`src/rtl/ggca_pkg.sv`:
```
// Shared types, constants and the control store for the greedy grid cleaning agent.
// Used by ggca_seq and greedy_grid_cleaning_agent_unit; depends on nothing.

package ggca_pkg;

  // Field widths
  localparam int POS_W    = 4;
  localparam int GRID_W   = 5;
  localparam int BATT_W   = 16;
  localparam int CNT_W    = 32;
  localparam int DIST_W   = POS_W + 1;
  localparam int CFG_IDX_W = 2;
  localparam int CFG_DATA_W = 16;

  // Largest grid side that the position fields can address
  localparam int POS_LIMIT = 1 << POS_W;

  // Parameter defaults
  localparam int DEF_MAX_ROWS = 16;
  localparam int DEF_MAX_COLS = 16;

  // Configuration reset values
  localparam logic [GRID_W-1:0] RST_GRID_ROWS   = GRID_W'(16);
  localparam logic [GRID_W-1:0] RST_GRID_COLS   = GRID_W'(16);
  localparam logic [BATT_W-1:0] RST_FULL_CHARGE = BATT_W'(100);
  localparam logic [BATT_W-1:0] RST_LOW_BATTERY = BATT_W'(20);

  // Input word kinds
  localparam logic KIND_MARK = 1'b0;

  typedef enum logic [CFG_IDX_W-1:0] {
    CFG_GRID_ROWS   = 2'd0,
    CFG_GRID_COLS   = 2'd1,
    CFG_FULL_CHARGE = 2'd2,
    CFG_LOW_BATTERY = 2'd3
  } cfg_idx_e;

  typedef struct packed {
    logic             kind;
    logic [POS_W-1:0] cell_row;
    logic [POS_W-1:0] cell_col;
  } in_t;

  typedef struct packed {
    logic [POS_W-1:0]  pos_row;
    logic [POS_W-1:0]  pos_col;
    logic              cleaned;
    logic              all_clean;
    logic              recharged;
    logic              stranded;
    logic [BATT_W-1:0] battery_left;
    logic [CNT_W-1:0]  action_total;
  } out_t;

  // Datapath operations
  typedef enum logic [3:0] {
    OP_NOP,
    OP_CLEAR,
    OP_ACCEPT,
    OP_SCAN,
    OP_HOME_ALL,
    OP_GO_TARGET,
    OP_READ_POS,
    OP_CLEAN,
    OP_HOME,
    OP_EMIT
  } op_e;

  // Jump conditions
  typedef enum logic [3:0] {
    C_NEVER,
    C_ALWAYS,
    C_CLEAR_BUSY,
    C_NO_ACCEPT,
    C_MARK,
    C_SCAN_BUSY,
    C_FOUND,
    C_ABOVE_LOW,
    C_OUT_BLOCKED
  } cond_e;

  localparam int PC_W = 4;

  // Program steps
  localparam logic [PC_W-1:0] ST_CLEAR   = 4'd0;
  localparam logic [PC_W-1:0] ST_WAIT    = 4'd1;
  localparam logic [PC_W-1:0] ST_KIND    = 4'd2;
  localparam logic [PC_W-1:0] ST_SCAN    = 4'd3;
  localparam logic [PC_W-1:0] ST_PICK    = 4'd4;
  localparam logic [PC_W-1:0] ST_NO_DIRT = 4'd5;
  localparam logic [PC_W-1:0] ST_GO      = 4'd6;
  localparam logic [PC_W-1:0] ST_READ    = 4'd7;
  localparam logic [PC_W-1:0] ST_CLEAN   = 4'd8;
  localparam logic [PC_W-1:0] ST_LOW     = 4'd9;
  localparam logic [PC_W-1:0] ST_HOME    = 4'd10;
  localparam logic [PC_W-1:0] ST_HOLD    = 4'd11;
  localparam logic [PC_W-1:0] ST_EMIT    = 4'd12;

  typedef struct packed {
    op_e             op;
    cond_e           cond;
    logic [PC_W-1:0] target;
  } cw_t;

  // Status flags that the datapath offers to the sequencer
  typedef struct packed {
    logic clear_busy;
    logic accept;
    logic is_mark;
    logic scan_busy;
    logic found;
    logic above_low;
    logic out_blocked;
  } cond_t;

  // Control store: next step is target when the condition holds, else the following step
  function automatic cw_t ucode_rom(input logic [PC_W-1:0] pc);
    cw_t cw;
    unique case (pc)
      ST_CLEAR:   cw = '{op: OP_CLEAR,     cond: C_CLEAR_BUSY,  target: ST_CLEAR};
      ST_WAIT:    cw = '{op: OP_ACCEPT,    cond: C_NO_ACCEPT,   target: ST_WAIT};
      ST_KIND:    cw = '{op: OP_NOP,       cond: C_MARK,        target: ST_HOLD};
      ST_SCAN:    cw = '{op: OP_SCAN,      cond: C_SCAN_BUSY,   target: ST_SCAN};
      ST_PICK:    cw = '{op: OP_NOP,       cond: C_FOUND,       target: ST_GO};
      ST_NO_DIRT: cw = '{op: OP_HOME_ALL,  cond: C_ALWAYS,      target: ST_HOLD};
      ST_GO:      cw = '{op: OP_GO_TARGET, cond: C_NEVER,       target: ST_WAIT};
      ST_READ:    cw = '{op: OP_READ_POS,  cond: C_NEVER,       target: ST_WAIT};
      ST_CLEAN:   cw = '{op: OP_CLEAN,     cond: C_NEVER,       target: ST_WAIT};
      ST_LOW:     cw = '{op: OP_NOP,       cond: C_ABOVE_LOW,   target: ST_HOLD};
      ST_HOME:    cw = '{op: OP_HOME,      cond: C_NEVER,       target: ST_WAIT};
      ST_HOLD:    cw = '{op: OP_NOP,       cond: C_OUT_BLOCKED, target: ST_HOLD};
      ST_EMIT:    cw = '{op: OP_EMIT,      cond: C_ALWAYS,      target: ST_WAIT};
      default:    cw = '{op: OP_NOP,       cond: C_ALWAYS,      target: ST_WAIT};
    endcase
    return cw;
  endfunction

endpackage

```
`src/rtl/greedy_grid_cleaning_agent_unit.sv`:
```
// Top level of the greedy grid cleaning agent: dirt map memory, datapath and configuration.
// Depends on ggca_pkg and on ggca_seq, which steps through the control store.

// The block keeps a map of dirty cells, the cleaner position, its battery and a saturating
// action count. A mark word (kind 0) sets one in-range cell dirty and answers with the
// current state through the ST_KIND, ST_HOLD and ST_EMIT steps. A step word (kind 1) runs
// one round of the greedy agent: the dirt map is read one cell per cycle in row-major order
// over the active rows times columns through its single read port; when no dirt is found
// the cleaner heads home, else it goes for the nearest dirty cell, cleans it and heads back
// to the charger if its battery is at or below the low mark. An empty active grid reads no
// cell. A stalled result word holds back the next result. One word is worked at a time;
// the next input is taken as soon as the result sits in the output register, even while
// the downstream side still stalls it. After reset the dirt map is cleared one entry per
// cycle, all 256 entries at the default size, while the input stays stalled; configuration
// writes are taken at any time, but write them only between words, since a write during
// a round changes that round.
module greedy_grid_cleaning_agent_unit #(
  parameter int MAX_ROWS = ggca_pkg::DEF_MAX_ROWS,
  parameter int MAX_COLS = ggca_pkg::DEF_MAX_COLS
) (
  input  logic                           clk_i,
  input  logic                           rst_ni,
  input  logic                           in_valid_i,
  output logic                           in_stall_o,
  input  ggca_pkg::in_t                  in_data_i,
  output logic                           out_valid_o,
  input  logic                           out_stall_i,
  output ggca_pkg::out_t                 out_data_o,
  input  logic                           cfg_we_i,
  input  logic [ggca_pkg::CFG_IDX_W-1:0] cfg_idx_i,
  input  logic [ggca_pkg::CFG_DATA_W-1:0] cfg_wdata_i
);
  import ggca_pkg::*;

  // Only cells that the position fields can name are ever marked
  localparam int EFF_R = (MAX_ROWS < POS_LIMIT) ? MAX_ROWS : POS_LIMIT;
  localparam int EFF_C = (MAX_COLS < POS_LIMIT) ? MAX_COLS : POS_LIMIT;
  localparam int RB    = (EFF_R > 1) ? $clog2(EFF_R) : 1;
  localparam int CB    = (EFF_C > 1) ? $clog2(EFF_C) : 1;
  localparam int AW    = RB + CB;
  localparam int DEPTH = 1 << AW;
  localparam logic [GRID_W-1:0] EFF_R_L = GRID_W'(EFF_R);
  localparam logic [GRID_W-1:0] EFF_C_L = GRID_W'(EFF_C);

  function automatic logic [AW-1:0] cell_addr(input logic [POS_W-1:0] r,
                                              input logic [POS_W-1:0] c);
    return {r[RB-1:0], c[CB-1:0]};
  endfunction

  function automatic logic [DIST_W-1:0] manhattan(input logic [POS_W-1:0] ar,
                                                  input logic [POS_W-1:0] ac,
                                                  input logic [POS_W-1:0] br,
                                                  input logic [POS_W-1:0] bc);
    logic [POS_W-1:0] dr;
    logic [POS_W-1:0] dc;
    dr = (ar > br) ? ar - br : br - ar;
    dc = (ac > bc) ? ac - bc : bc - ac;
    return {1'b0, dr} + {1'b0, dc};
  endfunction

  function automatic logic [CNT_W-1:0] sat_add(input logic [CNT_W-1:0] a,
                                               input logic [DIST_W-1:0] n);
    logic [CNT_W:0] sum;
    sum = {1'b0, a} + {{(CNT_W+1-DIST_W){1'b0}}, n};
    return sum[CNT_W] ? {CNT_W{1'b1}} : sum[CNT_W-1:0];
  endfunction

  // Sequencer
  cw_t   cw;
  cond_t cond;

  ggca_seq u_seq (
    .clk_i  (clk_i),
    .rst_ni (rst_ni),
    .cond_i (cond),
    .cw_o   (cw)
  );

  // Configuration registers
  logic [GRID_W-1:0] grid_rows_q, grid_cols_q;
  logic [BATT_W-1:0] full_q, low_q;

  always_ff @(posedge clk_i or negedge rst_ni) begin
    if (!rst_ni) begin
      grid_rows_q <= RST_GRID_ROWS;
      grid_cols_q <= RST_GRID_COLS;
      full_q      <= RST_FULL_CHARGE;
      low_q       <= RST_LOW_BATTERY;
    end else if (cfg_we_i) begin
      unique case (cfg_idx_e'(cfg_idx_i))
        CFG_GRID_ROWS:   grid_rows_q <= cfg_wdata_i[GRID_W-1:0];
        CFG_GRID_COLS:   grid_cols_q <= cfg_wdata_i[GRID_W-1:0];
        CFG_FULL_CHARGE: full_q      <= cfg_wdata_i[BATT_W-1:0];
        CFG_LOW_BATTERY: low_q       <= cfg_wdata_i[BATT_W-1:0];
        default: ;
      endcase
    end
  end

  // Active grid: the configured size, capped at the largest size the dirt map can hold
  logic [GRID_W-1:0] act_rows, act_cols;
  assign act_rows = (grid_rows_q < EFF_R_L) ? grid_rows_q : EFF_R_L;
  assign act_cols = (grid_cols_q < EFF_C_L) ? grid_cols_q : EFF_C_L;

  // Dirt map memory: one write and one registered read per cycle
  logic          dirt_mem [DEPTH];
  logic          mem_we, mem_wdata, mem_re, rdata_q;
  logic [AW-1:0] mem_waddr, mem_raddr;

  always_ff @(posedge clk_i) begin
    if (mem_we) begin
      dirt_mem[mem_waddr] <= mem_wdata;
    end
  end

  always_ff @(posedge clk_i) begin
    if (mem_re) begin
      rdata_q <= dirt_mem[mem_raddr];
    end
  end

  // Agent state
  logic [AW-1:0]     clr_q, clr_d;
  logic [POS_W-1:0]  pos_r_q, pos_r_d, pos_c_q, pos_c_d;
  logic [BATT_W-1:0] batt_q, batt_d;
  logic [CNT_W-1:0]  cnt_q, cnt_d;
  logic              kind_q, kind_d;
  logic              cleaned_q, cleaned_d, all_clean_q, all_clean_d;
  logic              recharged_q, recharged_d, stranded_q, stranded_d;

  // Scan state
  logic [POS_W-1:0]  sr_q, sr_d, sc_q, sc_d;
  logic              issue_q, issue_d;
  logic              pend_v_q, pend_v_d;
  logic [POS_W-1:0]  pend_r_q, pend_r_d, pend_c_q, pend_c_d;
  logic              found_q, found_d;
  logic [DIST_W-1:0] best_q, best_d;
  logic [POS_W-1:0]  tr_q, tr_d, tc_q, tc_d;

  // Output register
  logic out_valid_q, out_valid_d;
  out_t out_q, out_d;

  logic accept;
  assign in_stall_o = (cw.op != OP_ACCEPT);
  assign accept     = in_valid_i && !in_stall_o;

  assign cond.clear_busy  = (clr_q != {AW{1'b1}});
  assign cond.accept      = accept;
  assign cond.is_mark     = (kind_q == KIND_MARK);
  assign cond.scan_busy   = issue_q || pend_v_q;
  assign cond.found       = found_q;
  assign cond.above_low   = (batt_q > low_q);
  assign cond.out_blocked = out_valid_q && out_stall_i;

  // Travel: toward the target found by the scan or home to the charger
  logic [POS_W-1:0]  trav_r, trav_c;
  logic [DIST_W-1:0] trav_dist;
  logic              trav_ok;
  logic [BATT_W-1:0] trav_batt;
  logic [CNT_W-1:0]  trav_cnt;

  assign trav_r    = (cw.op == OP_GO_TARGET) ? tr_q : '0;
  assign trav_c    = (cw.op == OP_GO_TARGET) ? tc_q : '0;
  assign trav_dist = manhattan(pos_r_q, pos_c_q, trav_r, trav_c);
  assign trav_ok   = (trav_dist == '0) ||
                     ({{(BATT_W-DIST_W){1'b0}}, trav_dist} < batt_q);
  assign trav_batt = batt_q - {{(BATT_W-DIST_W){1'b0}}, trav_dist};
  assign trav_cnt  = sat_add(cnt_q, trav_dist);

  // Distance of the cell whose dirt bit is arriving from the memory
  logic [DIST_W-1:0] scan_dist;
  assign scan_dist = manhattan(pos_r_q, pos_c_q, pend_r_q, pend_c_q);

  logic mark_in_range;
  assign mark_in_range = ({1'b0, in_data_i.cell_row} < EFF_R_L) &&
                         ({1'b0, in_data_i.cell_col} < EFF_C_L);

  always_comb begin
    clr_d       = clr_q;
    pos_r_d     = pos_r_q;
    pos_c_d     = pos_c_q;
    batt_d      = batt_q;
    cnt_d       = cnt_q;
    kind_d      = kind_q;
    cleaned_d   = cleaned_q;
    all_clean_d = all_clean_q;
    recharged_d = recharged_q;
    stranded_d  = stranded_q;
    sr_d        = sr_q;
    sc_d        = sc_q;
    issue_d     = issue_q;
    pend_v_d    = pend_v_q;
    pend_r_d    = pend_r_q;
    pend_c_d    = pend_c_q;
    found_d     = found_q;
    best_d      = best_q;
    tr_d        = tr_q;
    tc_d        = tc_q;
    out_d       = out_q;
    out_valid_d = out_valid_q && out_stall_i;
    mem_we      = 1'b0;
    mem_waddr   = '0;
    mem_wdata   = 1'b0;
    mem_re      = 1'b0;
    mem_raddr   = '0;

    unique case (cw.op)
      OP_CLEAR: begin
        mem_we    = 1'b1;
        mem_waddr = clr_q;
        clr_d     = clr_q + 1'b1;
      end
      OP_ACCEPT: begin
        if (accept) begin
          kind_d      = in_data_i.kind;
          cleaned_d   = 1'b0;
          all_clean_d = 1'b0;
          recharged_d = 1'b0;
          stranded_d  = 1'b0;
          sr_d        = '0;
          sc_d        = '0;
          issue_d     = (act_rows != '0) && (act_cols != '0);
          pend_v_d    = 1'b0;
          found_d     = 1'b0;
          if (in_data_i.kind == KIND_MARK && mark_in_range) begin
            mem_we    = 1'b1;
            mem_waddr = cell_addr(in_data_i.cell_row, in_data_i.cell_col);
            mem_wdata = 1'b1;
          end
        end
      end
      OP_SCAN: begin
        // Issue the next cell read and judge the one read last cycle
        pend_v_d = issue_q;
        pend_r_d = sr_q;
        pend_c_d = sc_q;
        if (issue_q) begin
          mem_re    = 1'b1;
          mem_raddr = cell_addr(sr_q, sc_q);
          if (({1'b0, sc_q} + 1'b1) == act_cols) begin
            sc_d = '0;
            if (({1'b0, sr_q} + 1'b1) == act_rows) begin
              issue_d = 1'b0;
            end else begin
              sr_d = sr_q + 1'b1;
            end
          end else begin
            sc_d = sc_q + 1'b1;
          end
        end
        if (pend_v_q && rdata_q && (!found_q || scan_dist < best_q)) begin
          found_d = 1'b1;
          best_d  = scan_dist;
          tr_d    = pend_r_q;
          tc_d    = pend_c_q;
        end
      end
      OP_HOME_ALL, OP_HOME: begin
        if (trav_ok) begin
          pos_r_d     = '0;
          pos_c_d     = '0;
          cnt_d       = trav_cnt;
          batt_d      = full_q;
          recharged_d = 1'b1;
          all_clean_d = (cw.op == OP_HOME_ALL);
        end else begin
          stranded_d = 1'b1;
        end
      end
      OP_GO_TARGET: begin
        if (trav_ok) begin
          pos_r_d = tr_q;
          pos_c_d = tc_q;
          batt_d  = trav_batt;
          cnt_d   = trav_cnt;
        end else begin
          stranded_d = 1'b1;
        end
      end
      OP_READ_POS: begin
        mem_re    = 1'b1;
        mem_raddr = cell_addr(pos_r_q, pos_c_q);
      end
      OP_CLEAN: begin
        if (rdata_q) begin
          mem_we    = 1'b1;
          mem_waddr = cell_addr(pos_r_q, pos_c_q);
          batt_d    = (batt_q == '0) ? '0 : batt_q - 1'b1;
          cnt_d     = sat_add(cnt_q, DIST_W'(1));
          cleaned_d = 1'b1;
        end
      end
      OP_EMIT: begin
        out_valid_d        = 1'b1;
        out_d.pos_row      = pos_r_q;
        out_d.pos_col      = pos_c_q;
        out_d.cleaned      = cleaned_q;
        out_d.all_clean    = all_clean_q;
        out_d.recharged    = recharged_q;
        out_d.stranded     = stranded_q;
        out_d.battery_left = batt_q;
        out_d.action_total = cnt_q;
      end
      default: ;
    endcase
  end

  always_ff @(posedge clk_i or negedge rst_ni) begin
    if (!rst_ni) begin
      clr_q       <= '0;
      pos_r_q     <= '0;
      pos_c_q     <= '0;
      batt_q      <= RST_FULL_CHARGE;
      cnt_q       <= '0;
      kind_q      <= KIND_MARK;
      cleaned_q   <= 1'b0;
      all_clean_q <= 1'b0;
      recharged_q <= 1'b0;
      stranded_q  <= 1'b0;
      issue_q     <= 1'b0;
      pend_v_q    <= 1'b0;
      found_q     <= 1'b0;
      out_valid_q <= 1'b0;
    end else begin
      clr_q       <= clr_d;
      pos_r_q     <= pos_r_d;
      pos_c_q     <= pos_c_d;
      batt_q      <= batt_d;
      cnt_q       <= cnt_d;
      kind_q      <= kind_d;
      cleaned_q   <= cleaned_d;
      all_clean_q <= all_clean_d;
      recharged_q <= recharged_d;
      stranded_q  <= stranded_d;
      issue_q     <= issue_d;
      pend_v_q    <= pend_v_d;
      found_q     <= found_d;
      out_valid_q <= out_valid_d;
    end
  end

  // Scan bookkeeping and the result word carry no reset
  always_ff @(posedge clk_i) begin
    sr_q     <= sr_d;
    sc_q     <= sc_d;
    pend_r_q <= pend_r_d;
    pend_c_q <= pend_c_d;
    best_q   <= best_d;
    tr_q     <= tr_d;
    tc_q     <= tc_d;
    out_q    <= out_d;
  end

  assign out_valid_o = out_valid_q;
  assign out_data_o  = out_q;

endmodule

```
`src/rtl/ggca_seq.sv`:
```
// Step counter and control store lookup for the cleaning agent.
// Depends on ggca_pkg for the control word, condition flags and program.

module ggca_seq (
  input  logic            clk_i,
  input  logic            rst_ni,
  input  ggca_pkg::cond_t cond_i,
  output ggca_pkg::cw_t   cw_o
);
  import ggca_pkg::*;

  logic [PC_W-1:0] pc_q, pc_d;
  cw_t             cw;
  logic            take;

  assign cw   = ucode_rom(pc_q);
  assign cw_o = cw;

  always_comb begin
    unique case (cw.cond)
      C_NEVER:       take = 1'b0;
      C_ALWAYS:      take = 1'b1;
      C_CLEAR_BUSY:  take = cond_i.clear_busy;
      C_NO_ACCEPT:   take = !cond_i.accept;
      C_MARK:        take = cond_i.is_mark;
      C_SCAN_BUSY:   take = cond_i.scan_busy;
      C_FOUND:       take = cond_i.found;
      C_ABOVE_LOW:   take = cond_i.above_low;
      C_OUT_BLOCKED: take = cond_i.out_blocked;
      default:       take = 1'b0;
    endcase
    pc_d = take ? cw.target : pc_q + 1'b1;
  end

  always_ff @(posedge clk_i or negedge rst_ni) begin
    if (!rst_ni) begin
      pc_q <= ST_CLEAR;
    end else begin
      pc_q <= pc_d;
    end
  end

endmodule
```
`config.mk`:
```
export PLATFORM = sky130hd
export DESIGN_NAME = greedy_grid_cleaning_agent_unit
export DESIGN_NICKNAME = d
export VERILOG_FILES = /design/src/rtl/ggca_pkg.sv /design/src/rtl/greedy_grid_cleaning_agent_unit.sv /design/src/rtl/ggca_seq.sv
export SDC_FILE = /design/constraint.sdc
export NUM_CORES = 1
export LEC_CHECK = 0
export BUFFER_PORTS_ARGS = -buffer_cell sky130_fd_sc_hd__buf_2
export CAP_MARGIN = 20
export CORE_ASPECT_RATIO = 1.75
export CORE_MARGIN = 5
export CORE_UTILIZATION = 56
export DETAILED_ROUTE_END_ITERATION = 12
export PLACE_DENSITY = 0.76
export SYNTH_ARGS = -nofsm -noshare
export SYNTH_HDL_FRONTEND = slang
export SYNTH_SLANG_ARGS = --single-unit
```
`constraint.sdc`:
```
create_clock -name clk_i -period 6.6 [get_ports clk_i]
set_input_delay 0.66 -clock clk_i [delete_from_list [all_inputs] [get_ports clk_i]]
set_output_delay 0.66 -clock clk_i [all_outputs]
set_load 0.02 [all_outputs]
```
Yosys cells after proc, flatten, opt, wreduce, memory -nomap -nowiden. Memory sizes are Yosys's and may differ from the RTL's. A register that Yosys moved wholly into a read port is not among the register bits. Index checks and enable logic that the tools add are counted.

Output and inout bits: 62. Input port bits: 32. Logic and storage cells: 207. Memories kept: 2. ROM bits: 192. Flip-flop bits (word level): 208. RAM bits: 256.

Memories: dirt_mem (words 256, width 1, read ports 1, clocked after memory_dff 1, wr ports 1, line greedy_grid_cleaning_agent_unit.sv:106) `logic dirt_mem [DEPTH];`; (no name shown) (words 16, width 12, read ports 1, clocked after memory_dff 0, wr ports 0, line ggca_pkg.sv:119) `unique case (pc)`.

Reductions and logical operators: 41. Multiplexer cells: 66. Magnitude comparators: 9. $add $sub $neg: 20. Bitwise logic cells: 1. Eq/ne operators: 34.

Operator list (count): 32-bit two-way mux (4); 16-bit two-way mux (4); 4-bit two-way mux (16); 32-bit one-hot mux with 2 select lines (1); 16-bit one-hot mux with 3 select lines (1); 32-bit by 1-bit adder with 33-bit output (second input constant) (1); 32-bit by 5-bit adder with 33-bit output (1); 4-bit by 3-bit == test with 1-bit output (second input constant) (8); 8-bit two-way mux (4); 4-bit one-hot mux with 2 select lines (4); 4-bit subtractor (8); 8-bit one-hot mux with 3 select lines (1); 3-bit AND reduction (7); 1-bit two-way mux (18); 2-bit inequality test (second input constant) (9); 4-bit by 2-bit == test with 1-bit output (second input constant) (4); 16-bit greater-than comparator (1); 4-bit greater-than comparator (4); 16-bit zero test (1); 5-bit by 16-bit < comparator with 1-bit output (1); 1-bit one-hot mux with 2 select lines (8); 8-bit one-hot mux with 2 select lines (1); 16-bit by 1-bit subtractor with 16-bit output (second input constant) (1); 16-bit by 5-bit subtractor with 16-bit output (1); other kinds (31) (62).

Longest topological paths before layout. Gate-level depths: netlist of the first run. An unclocked memory read counts as a cell.

Depth in word-level cells: 10. Depth in mapped cells: 31.

Cells and area by module. A second synthesis of the first run with hierarchy kept.

Cells, all modules: 2205. Area total of the unflattened synthesis: 23595.1 sq um.

Modules (own cells, without submodules): greedy_grid_cleaning_agent_unit (times used 1, cells each 2133, seq. area each 13280.2 sq um, area an instance 22968.3 sq um); ggca_seq (times used 1, cells each 72, seq. area each 100.1 sq um, area an instance 626.9 sq um).

Worst setup path before layout of the first run. OpenSTA, ideal clock, no wires.

Kind: flip-flop to flip-flop. Start: reg u_seq.pc_q[0]. End: mem dirt_mem[80] (enable). Setup time: 300 ps. Stages on the path, launching flop included: 11. Arrival: 6789 ps. Period minus slack after synthesis: 7089 ps. Path slack: -489 ps. Data required time: 6300 ps. Path buffers: 2. Cells stage by stage: dfrtp_1 -> inv_1 -> ha_1 -> mux2i_1 -> o2bb2ai_1 -> buf_2 -> nand4_1 -> nor2_2 -> o311ai_0 -> clkbuf_1 -> nor2_1.

Word-level cells in the longest chain between the ends: 8.

RTL lines: start, declared (line ggca_seq.sv:12) `logic [PC_W-1:0] pc_q, pc_d;`; start signal, assigned (line ggca_seq.sv:39) `pc_q <= pc_d;`; memory 16 x 12 bit *; 4-bit by 2-bit inequality test with 1-bit output (line greedy_grid_cleaning_agent_unit.sv:145) `assign in_stall_o = (cw.op != OP_ACCEPT);`; 1-bit zero test (line greedy_grid_cleaning_agent_unit.sv:146) `assign accept = in_valid_i && !in_stall_o;`; 1-bit logical AND (line greedy_grid_cleaning_agent_unit.sv:146); 1-bit two-way mux (line greedy_grid_cleaning_agent_unit.sv:215) `if (accept) begin`; 1-bit one-hot mux with 3 select lines (line greedy_grid_cleaning_agent_unit.sv:208) `unique case (cw.op)`; 1-bit two-way mux (line greedy_grid_cleaning_agent_unit.sv:111) `if (mem_we) begin`; 1-bit two-way mux (not written as such) (line greedy_grid_cleaning_agent_unit.sv:112) `dirt_mem[mem_waddr] <= mem_wdata;`; end, declared (line greedy_grid_cleaning_agent_unit.sv:106).

Every way passes the cells marked *; elsewhere a longest branch is shown, timed or not.

Final worst setup path of the first run.
Start: reg u_seq.pc_q[0]. End: reg cnt_q[31].

Word-level cells in the longest chain between the ends: 10.

RTL lines: memory 16 x 12 bit *; 4-bit by 3-bit == test with 1-bit output (line greedy_grid_cleaning_agent_unit.sv:163, greedy_grid_cleaning_agent_unit.sv:164, greedy_grid_cleaning_agent_unit.sv:208); 4-bit two-way mux, on equally long branches (line greedy_grid_cleaning_agent_unit.sv:163, greedy_grid_cleaning_agent_unit.sv:164); 4-bit subtractor, or another cell as far along (line greedy_grid_cleaning_agent_unit.sv:56) `dr = (ar > br) ? ar - br : br - ar;`; 4-bit two-way mux, on equally long branches (line greedy_grid_cleaning_agent_unit.sv:56, greedy_grid_cleaning_agent_unit.sv:57); 4-bit by 4-bit adder with 5-bit output (line greedy_grid_cleaning_agent_unit.sv:58) `return {1'b0, dr} + {1'b0, dc};`; 32-bit by 5-bit adder with 33-bit output, or another cell as far along (line greedy_grid_cleaning_agent_unit.sv:64) `sum = {1'b0, a} + {{(CNT_W+1-DIST_W){1'b0}}, n};`; 32-bit two-way mux / 1-bit logical OR (equally long branches) (line greedy_grid_cleaning_agent_unit.sv:65, greedy_grid_cleaning_agent_unit.sv:166); 32-bit two-way mux / 2-bit by 1-bit inequality test with 1-bit output (equally long branches); 32-bit one-hot mux with 2 select lines / 3-bit AND reduction (equally long branches); end signal, assigned (line greedy_grid_cleaning_agent_unit.sv:330) `cnt_q <= cnt_d;`; end, declared (line greedy_grid_cleaning_agent_unit.sv:126) `logic [CNT_W-1:0] cnt_q, cnt_d;`.

Every way passes the cells marked *; elsewhere a longest branch is shown, timed or not. The select of a mux whose other input is x is not followed. A chain may end at the register's enable or synchronous reset.

==> summary.md, run 1 <==
| Metric | Value |
|---|---|
| WP data required | just over 7000 ps |
| Clock skew | ~25 ps |
| CP startpoint | u_seq.pc_q[0]$_DFF_PN0_ |
| R2R Setup Slk | ~280 ps |
| Detail Placement HPWL | roughly 42000 um |
| Placer congestion estimate | ~0.96 |
| Worst slew pin tran | roughly 1200 ps |
| Worst setup EP type | flop |
| FMAX | ~160 MHz |
| Period minus WS final | about 6300 ps |
| Routed Antenna Nets | 0 |
| Total gr overflow | 0 |
| Slew headroom | between 10% and 20% |
| H-tree levels | 2 |
| Seq/Total Area, Yosys | between 50% and 60% |
| Setup crit end | cnt_q[31]$_DFFE_PN0P_ |
| WP depth | 29 |
| GRT busiest layer | met2 |
| Total number of yosys warnings | 0 |
| EDFF count, synth | 346 |
| Port Buf Inserts | 93 |
| Total CTS buffers | 45 |
| Placed Area | 24600 um^2 |
| CP Data Arrival Time | about 6800 ps |
| Syn Inst Count | roughly 2200 |
| Synthesized flop and latch total | ~470 |
| GRT Total Usage | between 20% and 30% |
| # rows | between 90 and 100 |
| Post-Layout Inst Area | roughly 26000 um^2 |
| Largest net degree at the start of global routing | 266 |
| CTS clk-pin slew, worst paths | 70 ps |
| Final wirelength | approximately 64000 um |
| P_leak | 9.79 nW |
| Crit Path Max Fanout | 7 |
| Worst path max stage delay | roughly 440 ps |
| Syn Std Cell Area | between 20000 and 25000 um^2 |
| CP most frequent cell | inv_1 |
| NumNets Final | 2379 |
| Clk Latency, worst-skew pair | around 570 ps |
| Placed Cells | 2759 |
| Initial antenna violation count | 0 |
| P&R area growth vs syn | 11.9% |
| Syn Nets | between 2000 and 2500 |
| Met1 Use GR | roughly 29% |
| Post-synth ARST share | approximately 26% |
| Syn Area/Cell | around 11 um^2 |
| Hold Path Class | in -> async |
| CTS tree | done |
| Final setup vio count | 0 |
| Via total after detailed routing | ~18000 |
| Initial cell density of the core | 56.6% |
| Post-route DRC violation count | 0 |
| Pre-Repair DR Iteration Count | 8 |
| WL/cell | 22.3 um |
| Final Hold Fails | 0 |
| DR vias/cell | between 6 and 7 |
| Max_cap viols | 0 |
| First-pass GRT wire length | 97400 um |
| Status | completed |
| Worst R2R End | cnt_q[31]$_DFFE_PN0P_ |
| Setup Crit Path Kind | reg -> reg |
| Crit path buf inv count | 6 |
| Die area | roughly 46000 um^2 |
| R2r worst-path depth | 29 |
| Ports | 94 |
| Share of cells above drive strength 1 | 13.8% |
| Layout fillers | ~3300 |
| Pins Over Slew Limit | 0 |
| M3 GR Usage | between 3 and 4% |
| Netlist cell types | about 80 |
| Die span in x | approximately 170 um |
| Post-synth top flop | edfxtp_1 |
| Finished Layout Cells | ~2900 |
| Die Y-Extent | ~280 um |
| Delay-heaviest family, CP | compound AO/OA/AOI/OAI gates |
| Initial drt markers | ~1800 |
| PwrDens | roughly 480 nW/um^2 |
| Slowest-stage cell, CP | fa_2 |
| CP Launch Type | flop |
| R2R Path Start | u_seq.pc_q[0]$_DFF_PN0_ |
| Core footprint | 41600 um^2 |
| VDD IR-drop max | approximately 0.48 mV |
| Diode count | 0 |
| Hold_buf cts | 0 |
| Met2 GRT Util | between 40% and 50% |
| Clock sinks | roughly 470 |
| Max Buffers Root-to-Sink | 3 |
| Final Cycle Share | a little over nine tenths |
| Number of global-route vias before repair | roughly 18000 |
| Clock root buffer master | clkbuf_16 |
## cells by family after synthesis
kind of cell	Yosys count	share of synthesized area, %
adders and majority gates	90	5.13
AOI/OAI and AO/OA	423	12.3
and+or+nand+nor	876	16.3
xor gates and xnor gates	49	1.85
DFF	465	56.8
muxes	92	4.18
buffers and inverters	194	3.44
## area by class of cell
type	count	area, um^2	share of cell area [%]
Sequential cell	465	13400	50.8
Multi-Input combinational cell	1531	9580	36.3
Clock buffer	57	1250	4.76
Timing Repair Buffer	143	888	3.37
Tap cell	555	694	2.63
Clock inverter	25	283	1.07
Inverter	74	282	1.07
## worst min path at each step
stage / to / slack (ps) / cells past startpoint
2_1_floorplan: all_clean_q$_DFFE_PN0P_ / 360 / 0
3_3_place_gp: out_data_o[51]$_DFFE_PP_ / 430 / 0
3_5_place_dp: out_data_o[51]$_DFFE_PP_ / 450 / 0
4_1_cts: clr_q[3]$_DFFE_PN0N_ / 270 / 1
5_1_grt: out_valid_o$_DFF_PN0_ / 310 / 2
6_report: low_q[10]$_DFFE_PN0P_ / 230 / 1
## synthesized netlist by cell type, drive strengths merged (12+ instances only)
cell type | instances | share of area, %
edfxtp | 346 | 44
nand2 | 271 | 4.3
fa | 12 | 1.0
o21ai | 85 | 1.8
dfrtp | 109 | 12
buf | 42 | 1.0
inv | 74 | 1.2
clkbuf | 78 | 1.2
a31oi | 37 | 0.98
nand2b | 15 | 0.40
xnor2 | 33 | 1.2
nand4 | 28 | 0.74
xor2 | 16 | 0.63
a311oi | 14 | 0.52
ha | 75 | 4.0
nor2 | 342 | 5.5
a211oi | 58 | 1.9
a22oi | 14 | 0.47
a21o | 23 | 0.73
nor3 | 24 | 0.51
and2 | 13 | 0.35
nand3 | 89 | 1.9
mux2i | 40 | 1.7
o22ai | 14 | 0.37
a21oi | 69 | 1.5
and3 | 46 | 1.2
mux2 | 52 | 2.5
## per-layer routing
metal | up-vias | wire length [um]
li1 | 8125 | -
met1 | 8842 | 21600
met2 | 811 | 33900
met3 | 272 | 3810
met4 | 0 | 4310
met5 | - | 0
## registers in the layout, indices dropped and copies added (netlist names), 4 cells and up
name	cells
grid_cols_q	5
clr_q	8
grid_rows_q	5
pos_c_q	4
pos_r_q	4
pend_r_q	4
sc_q	4
full_q	16
pend_c_q	4
sr_q	4
cnt_q	32
u_seq.pc_q	4
low_q	16
best_q	5
tr_q	4
batt_q	16
out_data_o	60
tc_q	4
dirt_mem	256
## through the flow
| stage | utilization, % | total power, mW | setup slack [ps] | hold WS, ps | TNS, ps |
|---|---|---|---|---|---|
| 2_1_floorplan | - | 7.95 | 77.0 | 364 | 0 |
| 3_3_place_gp | 59.1 | 9.41 | 280 | 433 | 0 |
| 3_5_place_dp | 59.1 | 9.67 | -61.6 | 448 | -149 |
| 4_1_cts | 62.9 | 12.4 | 32.9 | 272 | 0 |
| 5_1_grt | 63.3 | 13.3 | -42.9 | 312 | -105 |
| 6_report | 63.3 | 12.7 | 279 | 233 | 0 |
## power breakdown
| group | internal (mW) | switching, mW | total, mW |
|---|---|---|---|
| logic | 2.21 | 3.59 | 5.80 |
| clock network | 1.55 | 1.11 | 2.67 |
| registers | 3.70 | 0.486 | 4.19 |
## cell usage in the layout (no fill, tap or decap), drive strengths merged, types with 46 or more instances in the layout
master and instances:
edfxtp 346, mux2 52, dfrtp 109, a211oi 58, and3 46, ha 75
clkbuf 57, inv 74, o21ai 86, a21oi 69, nand2 271, buf 143
nor2 342, nand3 89
## what timing repair did
| item | CTS | global route |
|---|---|---|
| setup buffers | 0 | 7 |
| gates cloned | 0 | 1 |
| setup endpoints to repair | 6 | 56 |
| gates resized for setup | 3 | 29 |
| pin swaps | 0 | 6 |
(Power assumes the default switching activity.)
==> run 2: changes to the inputs <==
--- a/config.mk
+++ b/config.mk
@@ -14,4 +14,5 @@
 export PLACE_DENSITY = 0.76
 export SYNTH_ARGS = -nofsm -noshare
 export SYNTH_HDL_FRONTEND = slang
+export SYNTH_HIERARCHICAL = 1
 export SYNTH_SLANG_ARGS = --single-unit
==> summary.md, run 2 <==
| Metric | Value |
|---|---|
| Status | completed |
| First-pass GRT wire length | 93700 um (-3.8%) |
| WP data required | 7040 ps (-20 ps) |
| Placer congestion estimate | 0.925 (-3.4%) |
| VDD IR-drop max | 0.637 mV (+32%) |
| Number of global-route vias before repair | 17700 (-1.1%) |
| Largest register by flop count | dirt_mem |
| H-tree levels | 2 (unchanged) |
| Syn Area/Cell | 10.7 um^2 (-0.49%) |
| Largest net degree at the start of global routing | 124 (-53%) |
| CTS tree | done |
| Placed Cells | 2773 (+0.51%) |
| Syn Inst Count | 2200 (+0.50%) |
| Die Y-Extent | 281 um (about the same) |
| R2R Path Start | u_seq/pc_q[1]$_DFF_PN0_ |
| FMAX | 163 MHz (+3.2%) |
| Max Buffers Root-to-Sink | 3 (unchanged) |
| CP Data Arrival Time | 6560 ps (-220 ps) |
| P_leak | 9.64 nW (-1.5%) |
| GRT Total Usage | 25.9% (-1.0 points) |
| Syn Std Cell Area | 23600 um^2 (about the same) |
| R2r worst-path depth | 28 (-3.4%) |
| Max_cap viols | 0 (unchanged) |
| Initial antenna violation count | 0 (unchanged) |
| Port Buf Inserts | 93 (unchanged) |
| Final Cycle Share | 92.8% (-2.9 points) |
| Hold_buf cts | 0 (unchanged) |
| Worst setup EP type | flop |
| Max reg flops | 256 (unchanged) |
| Crit Path Max Fanout | 8 (+1) |
| Slowest-stage cell, CP | fa_2 |
| Clock sinks | 465 (unchanged) |
| Post-route DRC violation count | 0 (unchanged) |
| Most frequent cells in the layout | 349 x nand2_1, 346 x edfxtp_1, 327 x nor2_1 |
| Final hold slack | 166 ps (-67.6 ps) |
| CTS clk-pin slew, worst paths | 70 ps (about the same) |
| Hold Path Class | in -> async |
| PwrDens | 515 nW/um^2 (+7.4%) |
| Die span in x | 165 um (about the same) |
| RSZ-0062 raised after global routing | false |
| CP Launch Type | flop |
| Final wirelength | 60000 um (-5.6%) |
| Clock root buffer master | clkbuf_16 |
| Slew headroom | 31.0% (+12 points) |
| Layout fillers | 3405 (+1.9%) |
| Total power | 13.3 mW (+5.2%) |
| Worst path max stage delay | 670 ps (+230 ps) |
| DR vias/cell | 6.12 (-3.4%) |
| Clk Latency, worst-skew pair | 560 ps (about the same) |
| Pre-Repair DR Iteration Count | 7 (-1) |
| Worst R2R End | batt_q[15]$_DFFE_PN0P_ |
| # rows | 99 (unchanged) |
| Period minus WS final | 6130 ps (-193 ps) |
| Total number of yosys warnings | 6 (+6) |
| Worst slew pin tran | 1040 ps (-167 ps) |
| Pins Over Slew Limit | 0 (unchanged) |
| Final setup TNS | 0 ps (unchanged) |
| Total CTS buffers | 43 (-4.4%) |
| Via total after detailed routing | 17500 (-3.3%) |
| Final Hold Fails | 0 (unchanged) |
| R2R Setup Slk | 470 ps (+190 ps) |
| Initial cell density of the core | 56.6% (about the same) |
| Commonest non-fill, non-tap cell in the layout | nand2_1 |
| Initial drt markers | 1576 (-12%) |
| Clock skew | 12.8 ps (-12.5 ps) |
| Share of cells above drive strength 1 | 15.0% (+1.2 points) |
| Detail Placement HPWL | 40700 um (-2.6%) |
| Routed Antenna Nets | 0 (unchanged) |
| Die area | 46400 um^2 (about the same) |
| Setup Crit Path Kind | reg -> reg |
| WL/cell | 21.0 um (-5.6%) |
| NumNets Final | 2385 (+0.25%) |
| Final setup vio count | 0 (unchanged) |
| Core footprint | 41600 um^2 (unchanged) |
| Syn Nets | 2319 (+0.48%) |
| Finished Layout Cells | 2852 (+0.070%) |
| Total gr overflow | 0 (unchanged) |
| Diode count | 0 (unchanged) |
| Ports | 94 (unchanged) |
| P&R area growth vs syn | 9.55% |
[run 2: repair_timing]
action | CTS | global route
endpoints found under the setup margin | 0 | 57
setup buffers | 0 | 3
resized for setup | 0 | 13
[run 2: how the worst max path moves through the flow]
stage | startpoint | end | cells after the start
6_report | u_seq/pc_q[1]$_DFF_PN0_ | batt_q[15]$_DFFE_PN0P_ | 28
5_1_grt | u_seq/pc_q[0]$_DFF_PN0_ | batt_q[15]$_DFFE_PN0P_ | 27
4_1_cts | u_seq/pc_q[0]$_DFF_PN0_ | cnt_q[12]$_DFFE_PN0P_ | 27
3_5_place_dp | u_seq/pc_q[0]$_DFF_PN0_ | cnt_q[12]$_DFFE_PN0P_ | 27
3_3_place_gp | u_seq/pc_q[0]$_DFF_PN0_ | cnt_q[12]$_DFFE_PN0P_ | 27
2_1_floorplan | u_seq/pc_q[0]$_DFF_PN0_ | batt_q[15]$_DFFE_PN0P_ | 28
[run 2: cell type report]
| class | count | area [um^2] | area share (%) |
|---|---|---|---|
| Clock buffer | 54 | 1140 | 4.41 |
| Clock inverter | 22 | 121 | 0.470 |
| Inverter | 83 | 312 | 1.21 |
| Multi-Input combinational cell | 1542 | 9420 | 36.5 |
| Sequential cell | 465 | 13400 | 51.8 |
| Tap cell | 555 | 694 | 2.69 |
| Timing Repair Buffer | 131 | 753 | 2.92 |
[run 2: routing by layer]
| metal | GRT usage, % | part of all wire, % | vias up |
|---|---|---|---|
| li1 | - | - | 7984 |
| met1 | 27.0 | 33 | 8485 |
| met2 | 47.4 | 54 | 721 |
| met3 | 3.22 | 5.2 | 262 |
| met4 | 17.8 | 7.8 | 0 |
| met5 | 0 | 0 | - |
[run 2: report_power, final]
part / internal, mW / leakage [nW] / switching, mW
clock network: 1.23 / 0.611 / 1.06
registers: 3.71 / 4.66 / 0.521
logic: 2.64 / 4.37 / 4.15
total: 7.58 / 9.64 / 5.73
[run 2: critical path: cells and delay by family (launching register included)]
kind / cells / cell delay (ps)
buffers and inverters: 5 / 480
muxes: 1 / 370
and+or+nand+nor: 5 / 800
DFF: 1 / 490
AOI/OAI and AO/OA: 10 / 1390
adders and majority gates: 7 / 2490
[run 2: stage by stage]
stage	util, %	setup slack [ps]	cell area, um^2
finish	62.0	472	25800
global route	62.0	10.9	25800
CTS	61.8	79.0	25700
detailed placement	58.8	95.9	24500
global placement	58.8	348	24500
floorplan	-	158	23600
